$ cat src/rtl/sqw_pkg.sv
// Shared types and constants for the square wave sound channel.
// No dependencies; imported by every module.
`timescale 1ns / 1ps
package sqw_pkg;

  // Operation carried by each input item
  typedef enum logic [2:0] {
    OP_TICK     = 3'd0,
    OP_LEN_STEP = 3'd1,
    OP_ENV_STEP = 3'd2,
    OP_WRITE    = 3'd3,
    OP_READ     = 3'd4,
    OP_POWER    = 3'd5
  } op_e;

  // Register addresses
  localparam logic [15:0] ADDR_DUTY_LEN = 16'hFF16;
  localparam logic [15:0] ADDR_ENVELOPE = 16'hFF17;
  localparam logic [15:0] ADDR_FREQ_LO  = 16'hFF18;
  localparam logic [15:0] ADDR_FREQ_HI  = 16'hFF19;

  // Read values and field constants
  localparam logic [7:0] READ_OPEN    = 8'hFF;
  localparam logic [5:0] READ_LOW_SET = 6'h3F;
  localparam logic [6:0] LEN_FULL     = 7'd64;
  localparam logic [6:0] LEN_FULL_M1  = 7'd63;
  localparam logic [3:0] ENV_DEFAULT  = 4'd8;
  localparam logic [3:0] VOL_MAX      = 4'd15;

  // Input item payload
  typedef struct packed {
    op_e         opcode;
    logic [15:0] address;
    logic [7:0]  write_data;
    logic        frame_phase_odd;
    logic        power_init_length;
  } item_t;

  // Result item payload
  typedef struct packed {
    logic [3:0] sample_out;
    logic [7:0] read_data;
    logic       channel_on;
  } result_t;

endpackage

$ cat src/rtl/sqw_item_if.sv
// Input item channel: valid/ready handshake with the operation fields.
// Standalone; no package dependency.
`timescale 1ns / 1ps
interface sqw_item_if;
  logic        valid;
  logic        ready;
  logic [2:0]  opcode;
  logic [15:0] address;
  logic [7:0]  write_data;
  logic        frame_phase_odd;
  logic        power_init_length;

  modport source (
    output valid, opcode, address, write_data, frame_phase_odd, power_init_length,
    input  ready
  );
  modport sink (
    input  valid, opcode, address, write_data, frame_phase_odd, power_init_length,
    output ready
  );
endinterface

$ cat src/rtl/sqw_result_if.sv
// Result item channel: valid/ready handshake with sample, read data and status.
// Standalone; no package dependency.
`timescale 1ns / 1ps
interface sqw_result_if;
  logic       valid;
  logic       ready;
  logic [3:0] sample_out;
  logic [7:0] read_data;
  logic       channel_on;

  modport source (
    output valid, sample_out, read_data, channel_on,
    input  ready
  );
  modport sink (
    input  valid, sample_out, read_data, channel_on,
    output ready
  );
endinterface

$ cat src/rtl/sqw_chan.sv
// Channel state and its single-pass update for one registered item.
// Depends on sqw_pkg for the item, result and opcode types.
`timescale 1ns / 1ps
module sqw_chan (
  input  logic             clk_i,
  input  logic             rst_ni,
  input  logic             adv_i,
  input  sqw_pkg::item_t   item_i,
  output sqw_pkg::result_t res_o
);
  import sqw_pkg::*;

  typedef struct packed {
    logic        enable_flag;
    logic [1:0]  duty_select;
    logic        length_enable;
    logic [6:0]  length_count;
    logic [3:0]  env_start_volume;
    logic        env_up;
    logic [2:0]  env_period;
    logic [3:0]  env_count;
    logic [10:0] period_value;
    logic [12:0] period_count;
    logic [2:0]  duty_phase;
    logic        duty_level;
    logic [3:0]  current_volume;
    logic [3:0]  last_sample;
  } chan_state_t;

  chan_state_t st_q, st_d;
  logic [12:0] pc_dec;
  logic [3:0]  ec_dec;
  logic [7:0]  rd;
  logic [7:0]  wd;
  logic        len_bit;

  // Reload is (2048 - f) * 4 kept to 13 bits, i.e. the 11-bit negation shifted
  function automatic logic [12:0] reload_f(logic [10:0] pv);
    logic [10:0] neg;
    neg = 11'd0 - pv;
    return {neg, 2'b00};
  endfunction

  // Waveform level for a duty setting and phase
  function automatic logic duty_level_f(logic [1:0] sel, logic [2:0] ph);
    logic lvl;
    unique case (sel)
      2'd0: lvl = (ph == 3'd6);
      2'd1: lvl = (ph >= 3'd6);
      2'd2: lvl = (ph >= 3'd4);
      default: lvl = (ph <= 3'd5);
    endcase
    return lvl;
  endfunction

  // Decrement the length counter unless already zero; disable on reaching zero
  function automatic chan_state_t length_step_f(chan_state_t s);
    chan_state_t r;
    r = s;
    if (s.length_count != '0) begin
      r.length_count = s.length_count - 7'd1;
      if (r.length_count == '0) begin
        r.enable_flag = 1'b0;
      end
    end
    return r;
  endfunction

  // Next state and result for the item in the input register
  always_comb begin
    st_d    = st_q;
    rd      = READ_OPEN;
    wd      = item_i.write_data;
    len_bit = wd[6];
    pc_dec  = st_q.period_count - 13'd1;
    ec_dec  = st_q.env_count - 4'd1;
    unique case (item_i.opcode)
      OP_TICK: begin
        if (pc_dec == '0) begin
          st_d.period_count = reload_f(st_q.period_value);
          st_d.duty_phase   = st_q.duty_phase + 3'd1;
          st_d.duty_level   = duty_level_f(st_q.duty_select, st_d.duty_phase);
        end else begin
          st_d.period_count = pc_dec;
        end
        st_d.last_sample = (st_q.enable_flag && st_d.duty_level) ?
                           st_q.current_volume : 4'd0;
      end
      OP_LEN_STEP: begin
        if (st_q.length_enable) begin
          st_d = length_step_f(st_q);
        end
      end
      OP_ENV_STEP: begin
        if (st_q.enable_flag && st_q.env_period != '0) begin
          st_d.env_count = ec_dec;
          if (ec_dec == '0) begin
            st_d.env_count = {1'b0, st_q.env_period};
            if (!st_q.env_up && st_q.current_volume != '0) begin
              st_d.current_volume = st_q.current_volume - 4'd1;
            end
            if (st_q.env_up && st_q.current_volume != VOL_MAX) begin
              st_d.current_volume = st_q.current_volume + 4'd1;
            end
          end
        end
      end
      OP_WRITE: begin
        priority if (item_i.address == ADDR_DUTY_LEN) begin
          st_d.duty_select  = wd[7:6];
          st_d.length_count = LEN_FULL - {1'b0, wd[5:0]};
        end else if (item_i.address == ADDR_ENVELOPE) begin
          st_d.env_start_volume = wd[7:4];
          st_d.env_up           = wd[3];
          st_d.env_period       = wd[2:0];
          if (wd[7:4] == '0 && !wd[3]) begin
            st_d.enable_flag = 1'b0;
          end
        end else if (item_i.address == ADDR_FREQ_LO) begin
          st_d.period_value[7:0] = wd;
        end else if (item_i.address == ADDR_FREQ_HI) begin
          // Length enable rising on an odd frame phase clocks length once
          if (item_i.frame_phase_odd && !st_q.length_enable && len_bit) begin
            st_d = length_step_f(st_q);
          end
          st_d.length_enable      = len_bit;
          st_d.period_value[10:8] = wd[2:0];
          // Trigger
          if (wd[7]) begin
            st_d.enable_flag    = (st_d.env_start_volume != '0) || st_d.env_up;
            st_d.period_count   = reload_f(st_d.period_value);
            st_d.env_count      = (st_d.env_period != '0) ?
                                  {1'b0, st_d.env_period} : ENV_DEFAULT;
            st_d.current_volume = st_d.env_start_volume;
            if (st_d.length_count == '0) begin
              st_d.length_count = (item_i.frame_phase_odd && len_bit) ?
                                  LEN_FULL_M1 : LEN_FULL;
            end
          end
        end else begin
          st_d = st_q;
        end
      end
      OP_READ: begin
        priority if (item_i.address == ADDR_DUTY_LEN) begin
          rd = {st_q.duty_select, READ_LOW_SET};
        end else if (item_i.address == ADDR_ENVELOPE) begin
          rd = {st_q.env_start_volume, st_q.env_up, st_q.env_period};
        end else if (item_i.address == ADDR_FREQ_HI) begin
          rd = {1'b1, st_q.length_enable, READ_LOW_SET};
        end else begin
          rd = READ_OPEN;
        end
      end
      OP_POWER: begin
        st_d = '0;
        st_d.length_count = item_i.power_init_length ? LEN_FULL : st_q.length_count;
      end
      default: begin
        st_d = st_q;
      end
    endcase
  end

  // Result for this item, from the state it leaves
  always_comb begin
    res_o.sample_out = st_d.enable_flag ? st_d.last_sample : 4'd0;
    res_o.read_data  = rd;
    res_o.channel_on = st_d.enable_flag;
  end

  // Commit state when the item moves to the result register
  always_ff @(posedge clk_i or negedge rst_ni) begin
    if (!rst_ni) begin
      st_q <= '0;
    end else if (adv_i) begin
      st_q <= st_d;
    end
  end

endmodule

$ cat src/rtl/square_wave_sound_channel_core.sv
// Square wave sound channel core: input register, channel update, result register.
// Output: each result is registered in the result register when its item leaves the input register.
// Throughput: one item per cycle unless result_o stalls; the input register, channel
// state update and result register form a two-stage path with no iteration.
// Reset: all channel state clears to zero and both stages empty.
// Depends on sqw_pkg, sqw_item_if, sqw_result_if and sqw_chan.
`timescale 1ns / 1ps
module square_wave_sound_channel_core (
  input  logic   clk_i,
  input  logic   rst_ni,
  sqw_item_if.sink     item_i,
  sqw_result_if.source result_o
);
  import sqw_pkg::*;

  logic    in_v_q;
  item_t   in_q;
  logic    out_v_q;
  result_t out_q;
  result_t res;
  logic    adv;
  logic    in_ready;

  // Advance the input stage whenever the result register is free or draining
  assign adv      = in_v_q && (!out_v_q || result_o.ready);
  assign in_ready = !in_v_q || adv;
  assign item_i.ready = in_ready;

  // Hold the accepted item
  always_ff @(posedge clk_i or negedge rst_ni) begin
    if (!rst_ni) begin
      in_v_q <= 1'b0;
    end else if (in_ready) begin
      in_v_q <= item_i.valid;
    end
  end

  always_ff @(posedge clk_i) begin
    if (in_ready && item_i.valid) begin
      in_q.opcode            <= op_e'(item_i.opcode);
      in_q.address           <= item_i.address;
      in_q.write_data        <= item_i.write_data;
      in_q.frame_phase_odd   <= item_i.frame_phase_odd;
      in_q.power_init_length <= item_i.power_init_length;
    end
  end

  sqw_chan u_chan (
    .clk_i  (clk_i),
    .rst_ni (rst_ni),
    .adv_i  (adv),
    .item_i (in_q),
    .res_o  (res)
  );

  // Result register
  always_ff @(posedge clk_i or negedge rst_ni) begin
    if (!rst_ni) begin
      out_v_q <= 1'b0;
    end else if (adv) begin
      out_v_q <= 1'b1;
    end else if (result_o.ready) begin
      out_v_q <= 1'b0;
    end
  end

  always_ff @(posedge clk_i) begin
    if (adv) begin
      out_q <= res;
    end
  end

  assign result_o.valid      = out_v_q;
  assign result_o.sample_out = out_q.sample_out;
  assign result_o.read_data  = out_q.read_data;
  assign result_o.channel_on = out_q.channel_on;

`ifndef SYNTHESIS
  // A disabled channel is silent
  a_silent_when_off: assert property (@(posedge clk_i) disable iff (!rst_ni)
    out_v_q |-> (out_q.channel_on || out_q.sample_out == 4'd0))
    else $error("sample nonzero while channel off");

  // Only a read item returns register data
  a_read_open: assert property (@(posedge clk_i) disable iff (!rst_ni)
    (adv && in_q.opcode != OP_READ) |=> (out_q.read_data == READ_OPEN))
    else $error("read data driven by a non-read item");

  // A blocked input stage keeps its item
  a_in_hold: assert property (@(posedge clk_i) disable iff (!rst_ni)
    (in_v_q && !adv) |=> (in_v_q && $stable(in_q)))
    else $error("input stage item lost while stalled");

  // An empty result register never blocks input
  a_ready_when_empty: assert property (@(posedge clk_i) disable iff (!rst_ni)
    !out_v_q |-> item_i.ready)
    else $error("input stalled with empty result register");
`endif

endmodule
$ cat src/flat_wrapper.sv
// flat-port wrapper written by rule: the top's interface ports become plain ports
module square_wave_sound_channel_core_flat import sqw_pkg::*;
  (clk_i, rst_ni, item_i_valid, item_i_opcode, item_i_address, item_i_write_data, item_i_frame_phase_odd, item_i_power_init_length, item_i_ready, result_o_valid, result_o_sample_out, result_o_read_data, result_o_channel_on, result_o_ready);
  sqw_item_if item_i_i ();
  sqw_result_if result_o_i ();
  input  logic clk_i;
  input  logic rst_ni;
  input wire logic [$bits(item_i_i.valid)-1:0] item_i_valid;
  input wire logic [$bits(item_i_i.opcode)-1:0] item_i_opcode;
  input wire logic [$bits(item_i_i.address)-1:0] item_i_address;
  input wire logic [$bits(item_i_i.write_data)-1:0] item_i_write_data;
  input wire logic [$bits(item_i_i.frame_phase_odd)-1:0] item_i_frame_phase_odd;
  input wire logic [$bits(item_i_i.power_init_length)-1:0] item_i_power_init_length;
  output wire logic [$bits(item_i_i.ready)-1:0] item_i_ready;
  output wire logic [$bits(result_o_i.valid)-1:0] result_o_valid;
  output wire logic [$bits(result_o_i.sample_out)-1:0] result_o_sample_out;
  output wire logic [$bits(result_o_i.read_data)-1:0] result_o_read_data;
  output wire logic [$bits(result_o_i.channel_on)-1:0] result_o_channel_on;
  input wire logic [$bits(result_o_i.ready)-1:0] result_o_ready;
  assign item_i_i.valid = item_i_valid;
  assign item_i_i.opcode = item_i_opcode;
  assign item_i_i.address = item_i_address;
  assign item_i_i.write_data = item_i_write_data;
  assign item_i_i.frame_phase_odd = item_i_frame_phase_odd;
  assign item_i_i.power_init_length = item_i_power_init_length;
  assign item_i_ready = item_i_i.ready;
  assign result_o_valid = result_o_i.valid;
  assign result_o_sample_out = result_o_i.sample_out;
  assign result_o_read_data = result_o_i.read_data;
  assign result_o_channel_on = result_o_i.channel_on;
  assign result_o_i.ready = result_o_ready;
  square_wave_sound_channel_core u_core (.clk_i(clk_i), .rst_ni(rst_ni), .item_i(item_i_i), .result_o(result_o_i));
endmodule
$ cat config.mk
export PLATFORM = sky130hd
export DESIGN_NAME = square_wave_sound_channel_core_flat
export DESIGN_NICKNAME = d
export VERILOG_FILES = /design/src/rtl/sqw_pkg.sv /design/src/rtl/sqw_item_if.sv /design/src/rtl/sqw_result_if.sv /design/src/rtl/sqw_chan.sv /design/src/rtl/square_wave_sound_channel_core.sv /design/src/flat_wrapper.sv
export SDC_FILE = /design/constraint.sdc
export NUM_CORES = 1
export LEC_CHECK = 0
export BUFFER_PORTS_ARGS = -buffer_cell sky130_fd_sc_hd__buf_2
export CORE_AREA = 2 2 121 123
export CTS_BUF_LIST = sky130_fd_sc_hd__clkbuf_2
export CTS_CLUSTER_SIZE = 28
export DETAILED_ROUTE_END_ITERATION = 8
export DIE_AREA = 0 0 123 125
export GPL_ROUTABILITY_DRIVEN = 0
export PLACE_DENSITY = 0.74
export SLEW_MARGIN = 10
export SYNTH_ARGS = -nofsm -noshare
export SYNTH_HDL_FRONTEND = slang
export SYNTH_SLANG_ARGS = --single-unit
$ cat constraint.sdc
create_clock -name clk_i -period 3.8 [get_ports clk_i]
set_clock_uncertainty 0.15 [all_clocks]
set_input_delay 0.19 -clock clk_i [delete_from_list [all_inputs] [get_ports clk_i]]
set_output_delay 0.19 -clock clk_i [all_outputs]
set_load 0.01 [all_outputs]
# Word-level counts from Yosys, hierarchy flattened
# Index checks and enable logic that the tools add are counted.
# word_totals
regBits	103
inputBits	33
output_inout_bits	15
# op_classes
n_addsub	9
n_lt_le_gt_ge	3
eq_ne	31
muxes	55
n_bitwise	3
n_reduce_logical	48
# ops
cell	n
59-bit 2-to-1 mux	8
17-bit one-hot mux with 4 select lines	1
16-bit == test (second input constant)	4
19-bit one-hot mux with 3 select lines	1
7-bit 2-to-1 mux	7
4-bit 2-to-1 mux	12
48-bit 2-to-1 mux	1
4-bit one-hot mux with 4 select lines	3
40-bit 2-to-1 mux	1
11-bit one-hot mux with 3 select lines	1
8-bit 2-to-1 mux	4
13-bit 2-to-1 mux	2
26-bit 2-to-1 mux	1
25-bit 2-to-1 mux	1
1-bit by 11-bit subtractor with 11-bit output (first input constant)	2
3-bit != test (second input constant)	7
2-bit != test (second input constant)	9
6-bit AND reduction	3
3-bit nonzero test	5
7-bit logical NOT	2
7-bit AND reduction	2
13-bit logical NOT	1
13-bit by 1-bit subtractor with 13-bit output (second input constant)	1
11-bit AND reduction	1
other kinds (33)	69

# Longest topological paths before layout
# depth
depth_word	18
mapped_depth	10
ltp_nobuf	9

# Modules after synthesis
# From an unflattened synthesis, not the netlist that was laid out.
# unflattened
hier_cells	643
hier_area_um2	5978.2
# by_module_without_submodules
module	instances	cells_per_inst	area_per_inst_um2	seq_area_each_um2
sqw_chan	1	593	4613.2	1476.4
square_wave_sound_channel_core	1	50	1365.1	1311.3

# Worst setup path before layout
# No wires, ideal clock.
# synth_path
kind	flip-flop to flip-flop
start	register u_core.u_chan.st_q[48] in the netlist's numbering
end	register u_core.out_q, in the netlist u_core.result_o.sample_out[0], data pin
setup_time_ns	0.281
arrival_time_ns	2.552
required_time_ns	3.369
setup_slack_ns	0.817
path_stages_with_launch	10
n_path_buf	1
cell_sequence	dfrtp_1 > clkbuf_1 > inv_1 > ha_1 > or3b_2 > or3_1 > xor2_1 > nand3_1 > a32oi_1 > a22oi_1
# synth_between
elab_chain_cells	16
# synth_rtl
element	line	text
from (decl)	sqw_chan.sv:30	chan_state_t st_q, st_d;
from (signal assigned)	sqw_chan.sv:177	st_q <= st_d;
7-bit by 1-bit subtractor with 7-bit output	sqw_chan.sv:61	r.length_count = s.length_count - 7'd1;
7-bit logical NOT	sqw_chan.sv:62	if (r.length_count == '0) begin
1-bit 2-to-1 mux	sqw_chan.sv:62	
1-bit 2-to-1 mux (*)	sqw_chan.sv:60	if (s.length_count != '0) begin
59-bit 2-to-1 mux	sqw_chan.sv:123	if (item_i.frame_phase_odd && !st_q.length_enable && len_bit) begin
59-bit 2-to-1 mux	sqw_chan.sv:121	end else if (item_i.address == ADDR_FREQ_HI) begin
59-bit 2-to-1 mux	sqw_chan.sv:119	end else if (item_i.address == ADDR_FREQ_LO) begin
59-bit 2-to-1 mux	sqw_chan.sv:112	end else if (item_i.address == ADDR_ENVELOPE) begin
59-bit 2-to-1 mux	sqw_chan.sv:109	priority if (item_i.address == ADDR_DUTY_LEN) begin
59-bit 2-to-1 mux	sqw_chan.sv:77	unique case (item_i.opcode)
1-bit 2-to-1 mux	sqw_chan.sv:129	if (wd[7]) begin
59-bit 2-to-1 mux	sqw_chan.sv:121	
26-bit 2-to-1 mux	sqw_chan.sv:119	
1-bit 2-to-1 mux	sqw_chan.sv:112	
1-bit 2-to-1 mux	sqw_chan.sv:109	
19-bit one-hot mux with 3 select lines (*)	sqw_chan.sv:77	
to (signal assigned)	square_wave_sound_channel_core.sv:69	out_q <= res;
to (decl)	square_wave_sound_channel_core.sv:19	result_t out_q;
# Every way passes the cells marked *; elsewhere a longest branch is shown, timed or not. The select of a mux whose other input is x is not followed.
# A chain may end at the register's enable or synchronous reset.

# Final worst setup path
# layout_path
start	register u_core.u_chan.st_q[48] in the netlist's numbering
end	register u_core.u_chan.st_q[48] in the netlist's numbering
# layout_between
elab_chain_cells	16
# layout_rtl
element	line	text
7-bit by 1-bit subtractor with 7-bit output or 7-bit nonzero test (tied branches)	sqw_chan.sv:61, sqw_chan.sv:60	
7-bit 2-to-1 mux	sqw_chan.sv:60	
59-bit 2-to-1 mux	sqw_chan.sv:123	
59-bit 2-to-1 mux	sqw_chan.sv:121	
59-bit 2-to-1 mux	sqw_chan.sv:119	
59-bit 2-to-1 mux	sqw_chan.sv:112	
59-bit 2-to-1 mux	sqw_chan.sv:109	
59-bit 2-to-1 mux	sqw_chan.sv:77	
7-bit logical NOT	sqw_chan.sv:135	if (st_d.length_count == '0) begin
7-bit 2-to-1 mux	sqw_chan.sv:135	
7-bit 2-to-1 mux	sqw_chan.sv:129	
59-bit 2-to-1 mux	sqw_chan.sv:121	
26-bit 2-to-1 mux	sqw_chan.sv:119	
10-bit 2-to-1 mux	sqw_chan.sv:112	
7-bit 2-to-1 mux	sqw_chan.sv:109	
19-bit one-hot mux with 3 select lines (*)	sqw_chan.sv:77	
# Marks and branches as above.

==> impl_metrics.env <==
export IMPL_rsz0062_at_grt="no"
export IMPL_critPathCapture="u_core.u_chan.st_q[48]$_DFFE_PN0P_"
export IMPL_fp_dieH_um=125
export IMPL_synth_distinct_cells=75
export IMPL_critPathLaunch="u_core.u_chan.st_q[48]$_DFFE_PN0P_"
export IMPL_leakage_nw=2.769
export IMPL_arrival_ns=3.70
export IMPL_ys_seq_elements=103
export IMPL_cp_required_ns=4.22
export IMPL_grt_overflow_total=0
export IMPL_reg2regPathDepth=9
export IMPL_ir_drop_v=0.0002499
export IMPL_grt_first_pass_wirelength_um=26210
export IMPL_final_max_slew_viol_count=0
export IMPL_tns_ns=0
export IMPL_endpoint_kind="flip-flop"
export IMPL_ys_warn_count=0
export IMPL_synthCells=686
export IMPL_initial_core_util_pct=44.09
export IMPL_final_antenna_net_count=0
export IMPL_io_pins=48
export IMPL_fin_hold_ws_ns=0.05292
export IMPL_nets=804
export IMPL_clock_path_buffers=2
export IMPL_synth_top_cell_area_share_pct=24.38
export IMPL_setup_violations_final=0
export IMPL_r2r_end="u_core.u_chan.st_q[48]$_DFFE_PN0P_"
export IMPL_synth_edf_count=42
export IMPL_worstSkewPairLatency_ns=0.65
export IMPL_startpoint_type="flip-flop"
export IMPL_relSlewSlack_pct=37.12
export IMPL_hold_viol_final=0
export IMPL_mostFrequentLayoutCells="77 x nand2_1, 61 x dfrtp_1, 54 x o21ai_0, 51 x nor2_1, 47 x buf_2"
export IMPL_first_pass_iters=5
export IMPL_numPortBuffers=47
export IMPL_viasPerCell=5.772
export IMPL_fin_crit_sh_pct=86.35
export IMPL_htree_levels=3
export IMPL_die_w_um=123
export IMPL_fmaxAchievable_mhz=304.8
export IMPL_setup_ws_ns=0.5188
export IMPL_cts_resized=0
export IMPL_avgRoutedWirePerCell_um=17.18
export IMPL_worst_pin_slew_ns=0.9433
export IMPL_dp_worst_setup_slack_ns=0.6102
export IMPL_ff2ff_setup_slack_ns=0.52
export IMPL_avgSynthCellArea_um2=9.129
export IMPL_synth_flop_cell="dfrtp_1"
export IMPL_drc_errors=0
export IMPL_hpwl_um=11090
export IMPL_cts_setup_buffers=0
export IMPL_syn_nets=734
export IMPL_drv_cap=0
export IMPL_path_class="flip-flop to flip-flop"
export IMPL_wl_um=16240
export IMPL_async_flop_share_pct=59.22
export IMPL_grt_start_max_net_pins=38
export IMPL_antenna_cells=0
export IMPL_antenna_found_initial=0
export IMPL_cts_root_buf="clkbuf_2"
export IMPL_layout_commonest_cell="nand2_1"
export IMPL_cts_tree="done"
export IMPL_num_rows=44
export IMPL_areaGrowthSynthToFinish_pct=14.09
export IMPL_vias=5455
export IMPL_cts_num_sinks=103
export IMPL_period_minus_slack_ns=3.281
export IMPL_status="complete, no violations"
export IMPL_grtUsageTotal_pct=21.67
export IMPL_reg2reg_from="u_core.u_chan.st_q[48]$_DFFE_PN0P_"
export IMPL_ys_seq_area_share_pct=44.52
export IMPL_hp_class="input pin to asynchronous set/reset pin"
export IMPL_drtIter0Drc=688
export IMPL_path_max_fanout=11
export IMPL_cts_buffers=9
export IMPL_yosysTopAreaCell="dfrtp_1"
export IMPL_core_um2=14200
export IMPL_die_area_um2=15380
export IMPL_first_global_vias=5200
export IMPL_drive_gt1_share_pct=12.88
export IMPL_powerDensity_nw_per_um2=451.0
export IMPL_yosys_top_cells_area="dfrtp_1 24%, edfxtp_1 20%, nand2_1 4.6%, o21ai_0 4.3%, nor2_1 3.1%"
export IMPL_synth_area_um2=6262
export IMPL_clk_pin_slew_ns=0.32
-- critical path, cell delays in order (launching register included) --
cell	delay (ns)
dfrtp_1	0.55
inv_1	0.14
ha_1	0.26
or3b_2	0.54
or3_1	0.38
o311ai_1	0.35
a211oi_1	0.15
buf_4	0.19
a2111oi_0	0.40
a211oi_1	0.10
-- synthesized netlist by cell type, types with 5 or more instances --
| cell | count |
|---|---|
| xnor2_1 | 11 |
| clkbuf_1 | 31 |
| nand3_1 | 32 |
| a31oi_1 | 9 |
| xor2_1 | 15 |
| o21ai_0 | 54 |
| inv_1 | 33 |
| and2_1 | 7 |
| a21oi_1 | 37 |
| ha_1 | 14 |
| o22ai_1 | 9 |
| nor3_1 | 23 |
| a31o_2 | 5 |
| nor2_1 | 51 |
| and3_1 | 6 |
| nor2b_1 | 8 |
| nor4_1 | 8 |
| a22oi_1 | 10 |
| nand2_1 | 77 |
| a22o_1 | 5 |
| dfrtp_1 | 61 |
| o31ai_1 | 6 |
| o31a_1 | 7 |
| nand2b_1 | 8 |
| o221ai_1 | 5 |
| nand4_1 | 5 |
| mux2i_1 | 10 |
| or3_1 | 10 |
| nand3b_1 | 6 |
| edfxtp_1 | 42 |
-- power by group --
group / internal (mW) / switching [mW] / total (mW)
Sequential: 1.33 / 0.271 / 1.60
Combinational: 0.473 / 0.592 / 1.07
Clock: 0.121 / 0.437 / 0.559
-- cell type report --
type,instances,area (µm²)
multi-input combinational,513,3189
sequential,103,2788
clock buffer,9,45.04
inverter,34,127.6
timing repair buffer,95,685.7
tap,184,230.2
clock inverter,7,78.83
fill,1335,7059
-- state kept, by name, summed over array words and instances, names as in the netlist --
signal	cells
u_core.in_q	29
u_core.result_o.channel_on	1
u_core.u_chan.st_q	59
u_core.result_o.valid	1
u_core.in_v_q	1
u_core.result_o.sample_out	4
u_core.result_o.read_data	8
-- through the flow --
stage               instances  total power, mW  cell area (µm²)  utilization (%)
floorplan                 686            2.353             6262                -
global placement          893            2.607             6659            46.88
detailed placement        893            2.623             6659            46.88
CTS                       942            3.208             7113            50.08
global route              945            3.454             7144            50.30
finish                    945            3.222             7144            50.30
-- worst min-delay path by stage --
stage	startpoint	to
2_1_floorplan	rst_ni	u_core.in_v_q$_DFFE_PN0N_
3_3_place_gp	rst_ni	u_core.in_v_q$_DFFE_PN0N_
3_5_place_dp	item_i_address[3]	u_core.in_q[13]$_DFFE_PP_
4_1_cts	rst_ni	u_core.in_v_q$_DFFE_PN0N_
5_1_grt	item_i_address[10]	u_core.in_q[20]$_DFFE_PP_
6_report	rst_ni	u_core.in_v_q$_DFFE_PN0N_
-- metal layers --
metal	wire length [µm]	vias up	GRT usage (%)
met3	1109	26	5.429
met1	7140	2545	29.26
met4	309	0	5.949
li1	-	2669	-
met2	7677	215	34.71
met5	0	-	0
-- logic make-up (layout without fill, tap and decap cells) --
family                   count (synthesis)  in the layout  synth area share [%]
multiplexers                            14             14                 2.498
buffers and inverters                   70            145                 4.575
XOR/XNOR                                26             26                 3.636
AND/OR/NAND/NOR                        272            272                 22.32
AO/OA/AOI/OAI                          186            186                 19.34
adder cells (fa/ha/maj)                 15             15                 3.117
flip-flops                             103            103                 44.52
-- what timing repair did --
| item | in CTS | in global routing |
|---|---|---|
| endpoints found under the setup margin | 0 | 0 |
| endpoints found under the hold margin | 67 | 3 |
| hold buffers | 33 | 3 |
Power figures use the tool's default switching activity.
